$ cat src/fmd_pkg.sv
`default_nettype none
package fmd_pkg;

	// Stream and length widths.
	localparam int BYTE_W = 8;
	localparam int LEN_W = 20;
	localparam int ACC_W = LEN_W + 4;
	localparam int HEADER_LENGTH = 12;
	localparam int POS_W = 4;
	localparam int QUEUE_DEPTH = 2;

	localparam logic [BYTE_W-1:0] SOH_BYTE = 8'h01;
	localparam logic [BYTE_W-1:0] ZERO_CHAR = 8'h30;
	localparam logic [BYTE_W-1:0] NINE_CHAR = 8'h39;
	localparam logic [LEN_W-1:0] MAX_LEN_RESET = 20'd65535;

	// Kind codes carried on the output tuser.
	typedef enum logic [1:0] {
		KIND_DISCARD = 2'd0,
		KIND_FRAME   = 2'd1,
		KIND_END     = 2'd2,
		KIND_ABORT   = 2'd3
	} kind_t;

	// Classified byte as it travels from the front to the back.
	typedef struct packed {
		logic [BYTE_W-1:0] data;
		logic              is_soh;
		logic              is_digit;
		logic [3:0]        digit;
	} class_t;

	// Expected header byte at a given position; positions past the
	// standard twelve bytes expect zero.
	function automatic logic [BYTE_W-1:0] header_byte(input logic [POS_W-1:0] pos);
		logic [BYTE_W-1:0] b;
		case (pos)
			4'd0:    b = 8'h38;
			4'd1:    b = 8'h3D;
			4'd2:    b = 8'h46;
			4'd3:    b = 8'h49;
			4'd4:    b = 8'h58;
			4'd5:    b = 8'h2E;
			4'd6:    b = 8'h34;
			4'd7:    b = 8'h2E;
			4'd8:    b = 8'h32;
			4'd9:    b = SOH_BYTE;
			4'd10:   b = 8'h39;
			4'd11:   b = 8'h3D;
			default: b = 8'h00;
		endcase
		return b;
	endfunction

endpackage
`default_nettype wire

$ cat src/fmd_front.sv
`default_nettype none
module fmd_front
	import fmd_pkg::*;
(
	input  wire logic        clk,
	input  wire logic        arst_n,
	input  wire logic        s_axis_tvalid,
	output logic             s_axis_tready,
	input  wire logic [7:0]  s_axis_tdata,
	output logic             push_valid,
	input  wire logic        push_ready,
	output class_t           push_item
);

	logic   valid_s1;
	class_t item_s1;
	class_t item_c;

	// Classify the incoming byte: SOH, decimal digit and its value.
	// ASCII digits carry their value in the low nibble.
	always_comb begin
		item_c.data = s_axis_tdata;
		item_c.is_soh = (s_axis_tdata == SOH_BYTE);
		item_c.is_digit = (s_axis_tdata >= ZERO_CHAR) && (s_axis_tdata <= NINE_CHAR);
		item_c.digit = s_axis_tdata[3:0];
	end

	assign s_axis_tready = !valid_s1 || push_ready;

	// Stage register; it refills whenever the queue takes the held beat.
	always_ff @(posedge clk or negedge arst_n) begin
		if (!arst_n) begin
			valid_s1 <= 1'b0;
		end else if (s_axis_tready) begin
			valid_s1 <= s_axis_tvalid;
		end
	end

	always_ff @(posedge clk) begin
		if (s_axis_tready && s_axis_tvalid) begin
			item_s1 <= item_c;
		end
	end

	assign push_valid = valid_s1;
	assign push_item = item_s1;

endmodule
`default_nettype wire

$ cat src/fmd_queue.sv
`default_nettype none
module fmd_queue
	import fmd_pkg::*;
(
	input  wire logic   clk,
	input  wire logic   arst_n,
	input  wire logic   push_valid,
	output logic        push_ready,
	input  wire class_t push_item,
	output logic        pop_valid,
	input  wire logic   pop_ready,
	output class_t      pop_item
);

	localparam int PTR_W = $clog2(QUEUE_DEPTH);

	class_t             entry_q [QUEUE_DEPTH];
	logic [PTR_W-1:0]   wr_ptr_q;
	logic [PTR_W-1:0]   rd_ptr_q;
	logic [PTR_W:0]     count_q;
	logic               do_push;
	logic               do_pop;

	assign push_ready = (count_q != (PTR_W+1)'(QUEUE_DEPTH));
	assign pop_valid = (count_q != '0);
	assign pop_item = entry_q[rd_ptr_q];
	assign do_push = push_valid && push_ready;
	assign do_pop = pop_valid && pop_ready;

	// Pointer and fill count bookkeeping.
	always_ff @(posedge clk or negedge arst_n) begin
		if (!arst_n) begin
			wr_ptr_q <= '0;
			rd_ptr_q <= '0;
			count_q <= '0;
		end else begin
			if (do_push) begin
				wr_ptr_q <= (wr_ptr_q == PTR_W'(QUEUE_DEPTH - 1)) ? '0 : wr_ptr_q + PTR_W'(1);
			end
			if (do_pop) begin
				rd_ptr_q <= (rd_ptr_q == PTR_W'(QUEUE_DEPTH - 1)) ? '0 : rd_ptr_q + PTR_W'(1);
			end
			if (do_push && !do_pop) begin
				count_q <= count_q + (PTR_W+1)'(1);
			end else if (do_pop && !do_push) begin
				count_q <= count_q - (PTR_W+1)'(1);
			end
		end
	end

	// Entry storage.
	always_ff @(posedge clk) begin
		if (do_push) begin
			entry_q[wr_ptr_q] <= push_item;
		end
	end

endmodule
`default_nettype wire

$ cat src/fmd_back.sv
`default_nettype none
module fmd_back
	import fmd_pkg::*;
(
	input  wire logic              clk,
	input  wire logic              arst_n,
	input  wire logic              cfg_wr_en,
	input  wire logic [LEN_W-1:0]  cfg_wr_data,
	input  wire logic              pop_valid,
	output logic                   pop_ready,
	input  wire class_t            pop_item,
	output logic                   m_axis_tvalid,
	input  wire logic              m_axis_tready,
	output logic [31:0]            m_axis_tdata,
	output logic [1:0]             m_axis_tuser
);

	typedef enum logic [3:0] {
		PH_HEADER = 4'b0001,
		PH_LENGTH = 4'b0010,
		PH_BODY   = 4'b0100,
		PH_RESYNC = 4'b1000
	} phase_t;

	phase_t            phase_q, phase_d;
	logic [POS_W-1:0]  pos_q, pos_d;
	logic [LEN_W-1:0]  acc_q, acc_d;
	logic [LEN_W-1:0]  rem_q, rem_d;
	logic              seen_q, seen_d;
	logic [LEN_W-1:0]  max_len_q;

	kind_t             kind_c;
	logic [LEN_W-1:0]  blen_c;
	logic [ACC_W-1:0]  next_len;
	logic [POS_W:0]    pos_inc;
	logic [LEN_W-1:0]  rem_dec;
	logic              take;

	kind_t             kind_q;
	logic [BYTE_W-1:0] byte_q;
	logic [LEN_W-1:0]  blen_q;

	assign pop_ready = !m_axis_tvalid || m_axis_tready;
	assign take = pop_valid && pop_ready;

	// Shared arithmetic for the header, length and body phases.
	always_comb begin
		next_len = ({1'b0, acc_q, 3'b000} + {3'b000, acc_q, 1'b0}) + ACC_W'(pop_item.digit);
		pos_inc = {1'b0, pos_q} + (POS_W+1)'(1);
		rem_dec = rem_q - LEN_W'(1);
	end

	// Framing state machine: one byte per cycle while a byte is waiting and the output is not stalled.
	always_comb begin
		phase_d = phase_q;
		pos_d = pos_q;
		acc_d = acc_q;
		rem_d = rem_q;
		seen_d = seen_q;
		kind_c = KIND_DISCARD;
		blen_c = '0;
		unique case (phase_q)
			PH_HEADER: begin
				if (pop_item.data == header_byte(pos_q)) begin
					kind_c = KIND_FRAME;
					if (pos_inc >= (POS_W+1)'(HEADER_LENGTH)) begin
						phase_d = PH_LENGTH;
						pos_d = '0;
					end else begin
						pos_d = pos_inc[POS_W-1:0];
					end
				end else begin
					kind_c = KIND_ABORT;
					phase_d = PH_RESYNC;
					pos_d = '0;
				end
			end
			PH_LENGTH: begin
				if (pop_item.is_digit) begin
					if (next_len > ACC_W'(max_len_q)) begin
						kind_c = KIND_ABORT;
						phase_d = PH_RESYNC;
						acc_d = '0;
						seen_d = 1'b0;
					end else begin
						kind_c = KIND_FRAME;
						acc_d = next_len[LEN_W-1:0];
						seen_d = 1'b1;
					end
				end else if (pop_item.is_soh) begin
					if (!seen_q || acc_q == '0) begin
						kind_c = KIND_ABORT;
						phase_d = PH_HEADER;
						acc_d = '0;
						seen_d = 1'b0;
					end else begin
						kind_c = KIND_FRAME;
						rem_d = acc_q;
						phase_d = PH_BODY;
					end
				end else begin
					kind_c = KIND_ABORT;
					phase_d = PH_RESYNC;
					acc_d = '0;
					seen_d = 1'b0;
				end
			end
			PH_BODY: begin
				if (rem_dec == '0) begin
					kind_c = KIND_END;
					blen_c = acc_q;
					phase_d = PH_HEADER;
					acc_d = '0;
					rem_d = '0;
					seen_d = 1'b0;
				end else begin
					kind_c = KIND_FRAME;
					rem_d = rem_dec;
				end
			end
			PH_RESYNC: begin
				kind_c = KIND_DISCARD;
				if (pop_item.is_soh) begin
					phase_d = PH_HEADER;
				end
			end
			default: begin
				phase_d = PH_HEADER;
				pos_d = '0;
				acc_d = '0;
				rem_d = '0;
				seen_d = 1'b0;
			end
		endcase
	end

	// Framing state and the length limit register.
	always_ff @(posedge clk or negedge arst_n) begin
		if (!arst_n) begin
			phase_q <= PH_HEADER;
			pos_q <= '0;
			acc_q <= '0;
			rem_q <= '0;
			seen_q <= 1'b0;
			max_len_q <= MAX_LEN_RESET;
		end else begin
			if (take) begin
				phase_q <= phase_d;
				pos_q <= pos_d;
				acc_q <= acc_d;
				rem_q <= rem_d;
				seen_q <= seen_d;
			end
			if (cfg_wr_en) begin
				max_len_q <= cfg_wr_data;
			end
		end
	end

	// Output register.
	always_ff @(posedge clk or negedge arst_n) begin
		if (!arst_n) begin
			m_axis_tvalid <= 1'b0;
		end else if (pop_ready) begin
			m_axis_tvalid <= pop_valid;
		end
	end

	always_ff @(posedge clk) begin
		if (take) begin
			byte_q <= pop_item.data;
			kind_q <= kind_c;
			blen_q <= blen_c;
		end
	end

	assign m_axis_tdata = {4'b0000, blen_q, byte_q};
	assign m_axis_tuser = kind_q;

endmodule
`default_nettype wire

$ cat src/fix_message_deframer_top.sv
// Channel     Dir  Beat contents
// s_axis      in   tdata[7:0] data_byte
// m_axis      out  tdata[7:0] out_byte, tdata[27:8] body_length; tuser[1:0] byte_kind
// cfg_wr      in   cfg_wr_data[19:0] max_body_length, written when cfg_wr_en is high
//
// One byte per cycle sustained while m_axis is not stalled; the framing
// state machine in the back end handles one byte in each such cycle. A byte
// accepted on s_axis passes the front register, a queue entry and the output
// register before it is presented on m_axis. Reset is asynchronous and active
// low and restarts header matching. A stall at the output fills the two-entry
// queue and then the front register before input ready drops.
`default_nettype none
module fix_message_deframer_top
	import fmd_pkg::*;
(
	input  wire logic        clk,
	input  wire logic        arst_n,
	input  wire logic        cfg_wr_en,
	input  wire logic [19:0] cfg_wr_data,   // max_body_length
	input  wire logic        s_axis_tvalid,
	output logic             s_axis_tready,
	input  wire logic [7:0]  s_axis_tdata,  // [7:0] data_byte
	output logic             m_axis_tvalid,
	input  wire logic        m_axis_tready,
	output logic [31:0]      m_axis_tdata,  // [7:0] out_byte, [27:8] body_length
	output logic [1:0]       m_axis_tuser   // [1:0] byte_kind
);

	logic   push_valid;
	logic   push_ready;
	class_t push_item;
	logic   pop_valid;
	logic   pop_ready;
	class_t pop_item;

	// Front end: accept and classify bytes.
	fmd_front u_front (
		.clk           (clk),
		.arst_n        (arst_n),
		.s_axis_tvalid (s_axis_tvalid),
		.s_axis_tready (s_axis_tready),
		.s_axis_tdata  (s_axis_tdata),
		.push_valid    (push_valid),
		.push_ready    (push_ready),
		.push_item     (push_item)
	);

	// Queue between the front and back ends.
	fmd_queue u_queue (
		.clk        (clk),
		.arst_n     (arst_n),
		.push_valid (push_valid),
		.push_ready (push_ready),
		.push_item  (push_item),
		.pop_valid  (pop_valid),
		.pop_ready  (pop_ready),
		.pop_item   (pop_item)
	);

	// Back end: framing state machine and output register.
	fmd_back u_back (
		.clk           (clk),
		.arst_n        (arst_n),
		.cfg_wr_en     (cfg_wr_en),
		.cfg_wr_data   (cfg_wr_data),
		.pop_valid     (pop_valid),
		.pop_ready     (pop_ready),
		.pop_item      (pop_item),
		.m_axis_tvalid (m_axis_tvalid),
		.m_axis_tready (m_axis_tready),
		.m_axis_tdata  (m_axis_tdata),
		.m_axis_tuser  (m_axis_tuser)
	);

endmodule
`default_nettype wire
$ cat config.mk
export PLATFORM = sky130hd
export DESIGN_NAME = fix_message_deframer_top
export DESIGN_NICKNAME = d
export VERILOG_FILES = /design/src/fmd_pkg.sv /design/src/fmd_front.sv /design/src/fmd_queue.sv /design/src/fmd_back.sv /design/src/fix_message_deframer_top.sv
export SDC_FILE = /design/constraint.sdc
export NUM_CORES = 1
export LEC_CHECK = 0
export ABC_AREA = 1
export BUFFER_PORTS_ARGS = -buffer_cell sky130_fd_sc_hd__buf_2
export CORE_MARGIN = 4
export CORE_UTILIZATION = 35
export DETAILED_ROUTE_END_ITERATION = 16
export PLACE_DENSITY = 0.64
export SLEW_MARGIN = 40
export SYNTH_ARGS = -nofsm -noshare
export SYNTH_HDL_FRONTEND = slang
export SYNTH_SLANG_ARGS = --single-unit
export TNS_END_PERCENT = 10
$ cat constraint.sdc
create_clock -name clk -period 3.9 [get_ports clk]
set_clock_uncertainty 0.2 [all_clocks]
set_input_delay 0.195 -clock clk [delete_from_list [all_inputs] [get_ports clk]]
set_output_delay 0.195 -clock clk [all_outputs]
set_load 0.02 [all_outputs]
==> flow_metrics.env <==
export IMPL_synth_top_cell_by_area="edfxtp_1"
export IMPL_intPower_mw=3.225
export IMPL_grt_pass1_vias=7337
export IMPL_drtPass1Iterations=5
export IMPL_endpoint="u_back.acc_q[2]$_DFFE_PN0P_"
export IMPL_ant_nets=0
export IMPL_drive_gt1_frac=0.2032
export IMPL_cpMaxStageDelayCell="fa_1"
export IMPL_reg2reg_from="u_queue.rd_ptr_q$_DFFE_PN0P_"
export IMPL_ys_flop_type="edfxtp_1"
export IMPL_drt_wl_total_um=21800
export IMPL_fin_crit_ns=4.191
export IMPL_n_fill_cell=2386
export IMPL_die_w_um=165.0
export IMPL_viasPerCell=4.809
export IMPL_clk_pin_slew_worst_paths_ns=0.07
export IMPL_routed_wl_met3_um=1071
export IMPL_synth_edff_count=60
export IMPL_placedCellCount=1500
export IMPL_syn_inst=1075
export IMPL_h_tree_depth=4
export IMPL_report_final_slew_viol_count=0
export IMPL_violations="hold timing, setup timing"
export IMPL_cpPeakStageDelay_ns=0.52
export IMPL_path_cells="inv_2, or2_4, o21ai_4, fa_1, inv_2, ha_1, nand2_2, a21oi_2, buf_6, a21oi_4, o21bai_1, xor2_1, ha_1, a21oi_2, nor2_1, a211oi_2, nand2_1, nand2_1, nand2_2, nor3_4, buf_6, nand3_1, nand2_1"
export IMPL_die_h_um=165.0
export IMPL_endpoint_kind="flip-flop"
export IMPL_preCtsSetupSlack_ns=-0.3734
export IMPL_synth_seq_cells=135
export IMPL_worst_slack_ns=-0.2912
export IMPL_synth_distinct_cells=53
export IMPL_min_period_over_period=1.075
export IMPL_ir_worst_vdd_uv=394.5
export IMPL_clk_path_buf_depth=2
export IMPL_place_congestion=0.9645
export IMPL_p_sw_mw=1.898
export IMPL_vias=7546
export IMPL_overflow=0
export IMPL_cpMostUsedCell="nand2_1"
export IMPL_reg2reg_to="u_back.acc_q[2]$_DFFE_PN0P_"
export IMPL_drt_iter0_drc=385
export IMPL_r2r_slack_ns=-0.29
export IMPL_worst_ep_required_time_ns=4.07
export IMPL_clkPwrFrac=0.319
export IMPL_dp_final_hpwl_um=16270
export IMPL_wl_met2_um=10030
export IMPL_report_final_hold_viol_count=16
export IMPL_design_die_area_um2=27220
export IMPL_holdWs_ns=-0.01111
export IMPL_setup_viol=26
export IMPL_ios=69
export IMPL_crit_type="reg2reg"
export IMPL_path_max_fanout=7
export IMPL_worstRegToRegCells=23
export IMPL_slew_limit_headroom=0.5200
export IMPL_clk_latency_ns=0.43
export IMPL_grt_pass1_wl_um=35720
export IMPL_numCtsBuffers=17
export IMPL_worst_pin_slew_ns=0.7192
export IMPL_synthArstFlopShare=0.5556
export IMPL_nNetsFinal=1336
export IMPL_top_layer="met4"
export IMPL_post_layout_nonfiller_instances=1569
export IMPL_wl_met1_um=10260
export IMPL_detail_route_wl_per_cell_um=13.90
export IMPL_max_freq_mhz=238.6
export IMPL_cts_sinks=135
export IMPL_synth_area_top_cells="edfxtp_1 21%, dfrtp_1 17%, nand2_1 14%"
export IMPL_p_leak_nw=5.616
export IMPL_p_seq_frac=0.383
export IMPL_powerDensity_nw_per_um2=468.2
export IMPL_grt_usage=0.1650
export IMPL_cap_violations=0
export IMPL_min_path_type="in2async"
export IMPL_row_count=57
export IMPL_start_kind="flip-flop"
export IMPL_switching_share=0.3705
export IMPL_outcome="finished with violations"
export IMPL_start_util=0.3557
export IMPL_ys_seq_area_frac=0.4290
export IMPL_cts_tree="yes"
export IMPL_core_um2=24250
export IMPL_drc=0
export IMPL_rsz0062_at_grt="yes"
export IMPL_antennaDiodeCount=0
export IMPL_ys_warn_count=0
export IMPL_critPathLaunch="u_queue.rd_ptr_q$_DFFE_PN0P_"
export IMPL_cts_root_buf="clkbuf_16"
export IMPL_syn_area_per_cell_um2=8.023
export IMPL_p_comb_frac=0.298
export IMPL_fin_setup_tns_ns=-6.281
export IMPL_yosysTopAreaCellShare=0.2089
export IMPL_antenna_found_initial=0
export IMPL_syn_area_um2=8625
export IMPL_grt_max_degree=76
export IMPL_cp_data_arrival_time_ns=4.36
export IMPL_area_growth_pct=26.87
export IMPL_port_buffers=64
timing repair:
item                                    4_1_cts  5_1_grt
hold buffers                                 31        0
gates resized for setup                      19       25
endpoints found under the hold margin        90        0
pin swaps                                    20       17
endpoints found under the setup margin       26       26
setup buffers                                 3        1
cloned                                        1        0
power by group through the flow:
stage               sequential [mW]  combinational (mW)  clock, mW
floorplan                      2.17               0.822          0
global placement               1.99                1.44          0
detailed placement             1.99                1.46          0
CTS                            1.97                1.51       1.66
global route                   1.99                1.70       1.72
finish                         1.96                1.53       1.63
final cells by class:
class,instances,area (µm²),share of cell area
Multi-Input combinational cell,769,4503,0.4116
Sequential cell,135,3700,0.3381
Timing Repair Buffer,160,1160,0.1060
Inverter,149,559.3,0.05112
Clock buffer,17,425.4,0.03888
Tap cell,324,405.4,0.03705
Clock inverter,15,188.9,0.01727
kinds of logic after synthesis:
logic type                 share of synthesized area
and+or+nand+nor                               0.2717
buffers and inverters                        0.08226
DFF                                           0.4290
AOI/OAI and AO/OA                            0.07907
adders and majority gates                     0.1047
xor gates and xnor gates                     0.03032
muxes                                       0.002466
other                                      0.0004348
state kept, by name, indices dropped and copies added (netlist names), 2 cells and up:
register,cells
u_back.acc_q,20
u_back.blen_q,20
u_back.max_len_q,20
u_back.rem_q,20
u_queue.entry_q,20
u_front.push_item,10
u_back.byte_q,8
u_back.phase_q,4
u_back.pos_q,4
u_back.m_axis_tuser,2
u_queue.count_q,2
cells in the final DEF, fill, tap and decap left out, types with 3 or more instances in the layout:
cell / Yosys / final
ha_4: 0 / 5
dfrtp_1: 58 / 58
inv_2: 2 / 4
inv_8: 0 / 5
edfxtp_1: 60 / 60
a21oi_2: 2 / 7
nand3_1: 65 / 60
nor4_1: 3 / 3
inv_1: 145 / 143
a21oi_1: 29 / 21
xor2_2: 1 / 4
nor3_1: 6 / 5
xnor2_1: 9 / 7
buf_2: 9 / 63
nor2_2: 8 / 14
nand3_4: 2 / 3
nor2_1: 100 / 94
nand3b_1: 3 / 3
clkinv_8: 0 / 5
buf_6: 4 / 5
nand3_2: 1 / 5
o21bai_1: 5 / 5
a21oi_4: 1 / 4
xor2_1: 19 / 15
nand2_2: 4 / 9
nand2_1: 320 / 315
o22ai_1: 15 / 15
dfstp_2: 17 / 17
dlygate4sd3_1: 0 / 31
inv_6: 0 / 3
a21o_1: 3 / 3
ha_1: 69 / 64
clkbuf_16: 0 / 17
buf_4: 4 / 60
conb_1: 1 / 4
nand4_1: 18 / 18
o21ai_0: 57 / 55
critical path: cells and delay by family, from the launching register on:
kind / cells / cell delay [ns]
xor gates and xnor gates: 1 / 0.26
DFF: 1 / 0.39
AOI/OAI and AO/OA: 6 / 0.69
adders and majority gates: 3 / 1.10
buffers and inverters: 4 / 0.46
and+or+nand+nor: 9 / 1.00
through the flow:
step,power (mW),instance area [µm²],utilization
global placement,3.425,9707,0.4003
floorplan,2.994,8683,-
detailed placement,3.454,9713,0.4006
finish,5.123,10940,0.4512
CTS,5.129,10770,0.4441
global route,5.419,10940,0.4512
synth_stat cells, types with 2 or more instances:
cell type and n:
buf_2 9, clkbuf_1 8, nand2_4 2, nand3b_1 3
edfxtp_1 60, o21bai_1 5, nor2_1 100, nand2_1 320
a21o_1 3, buf_4 4, inv_2 2, dfrtp_1 58
fa_1 2, nand4_1 18, xnor2_1 9, o21ai_0 57
or2_2 2, dfstp_2 17, o22ai_1 15, a21oi_1 29
inv_1 145, nand2_2 4, and3_1 2, a21oi_2 2
nand3_1 65, nor3_1 6, a31oi_1 2, ha_1 69
nand3_4 2, nor2_2 8, buf_6 4, xor2_1 19
clkinv_1 2, nor4_1 3
worst min-delay path by stage:
stage	slack (ns)	from	endpoint	cells after the start
after CTS	0.03	cfg_wr_en	u_back.max_len_q[12]$_DFFE_PN1P_	3
final	-0.01	arst_n	u_back.acc_q[17]$_DFFE_PN0P_	2
after floorplan	-0.30	arst_n	u_back.acc_q[0]$_DFFE_PN0P_	0
after global routing	0.008	arst_n	u_back.rem_q[16]$_DFFE_PN0P_	2
after detailed placement	0.1	arst_n	u_back.rem_q[12]$_DFFE_PN0P_	1
after global placement	0.19	s_axis_tdata[0]	u_front.push_item[0]$_DFFE_PP_	1
routing by layer:
metal  track usage  vias up
met1        0.2248     3534
met4       0.05293        0
met5             0        -
met2        0.2635      178
li1              -     3797
met3       0.03419       37
Power figures use the tool's default switching activity.
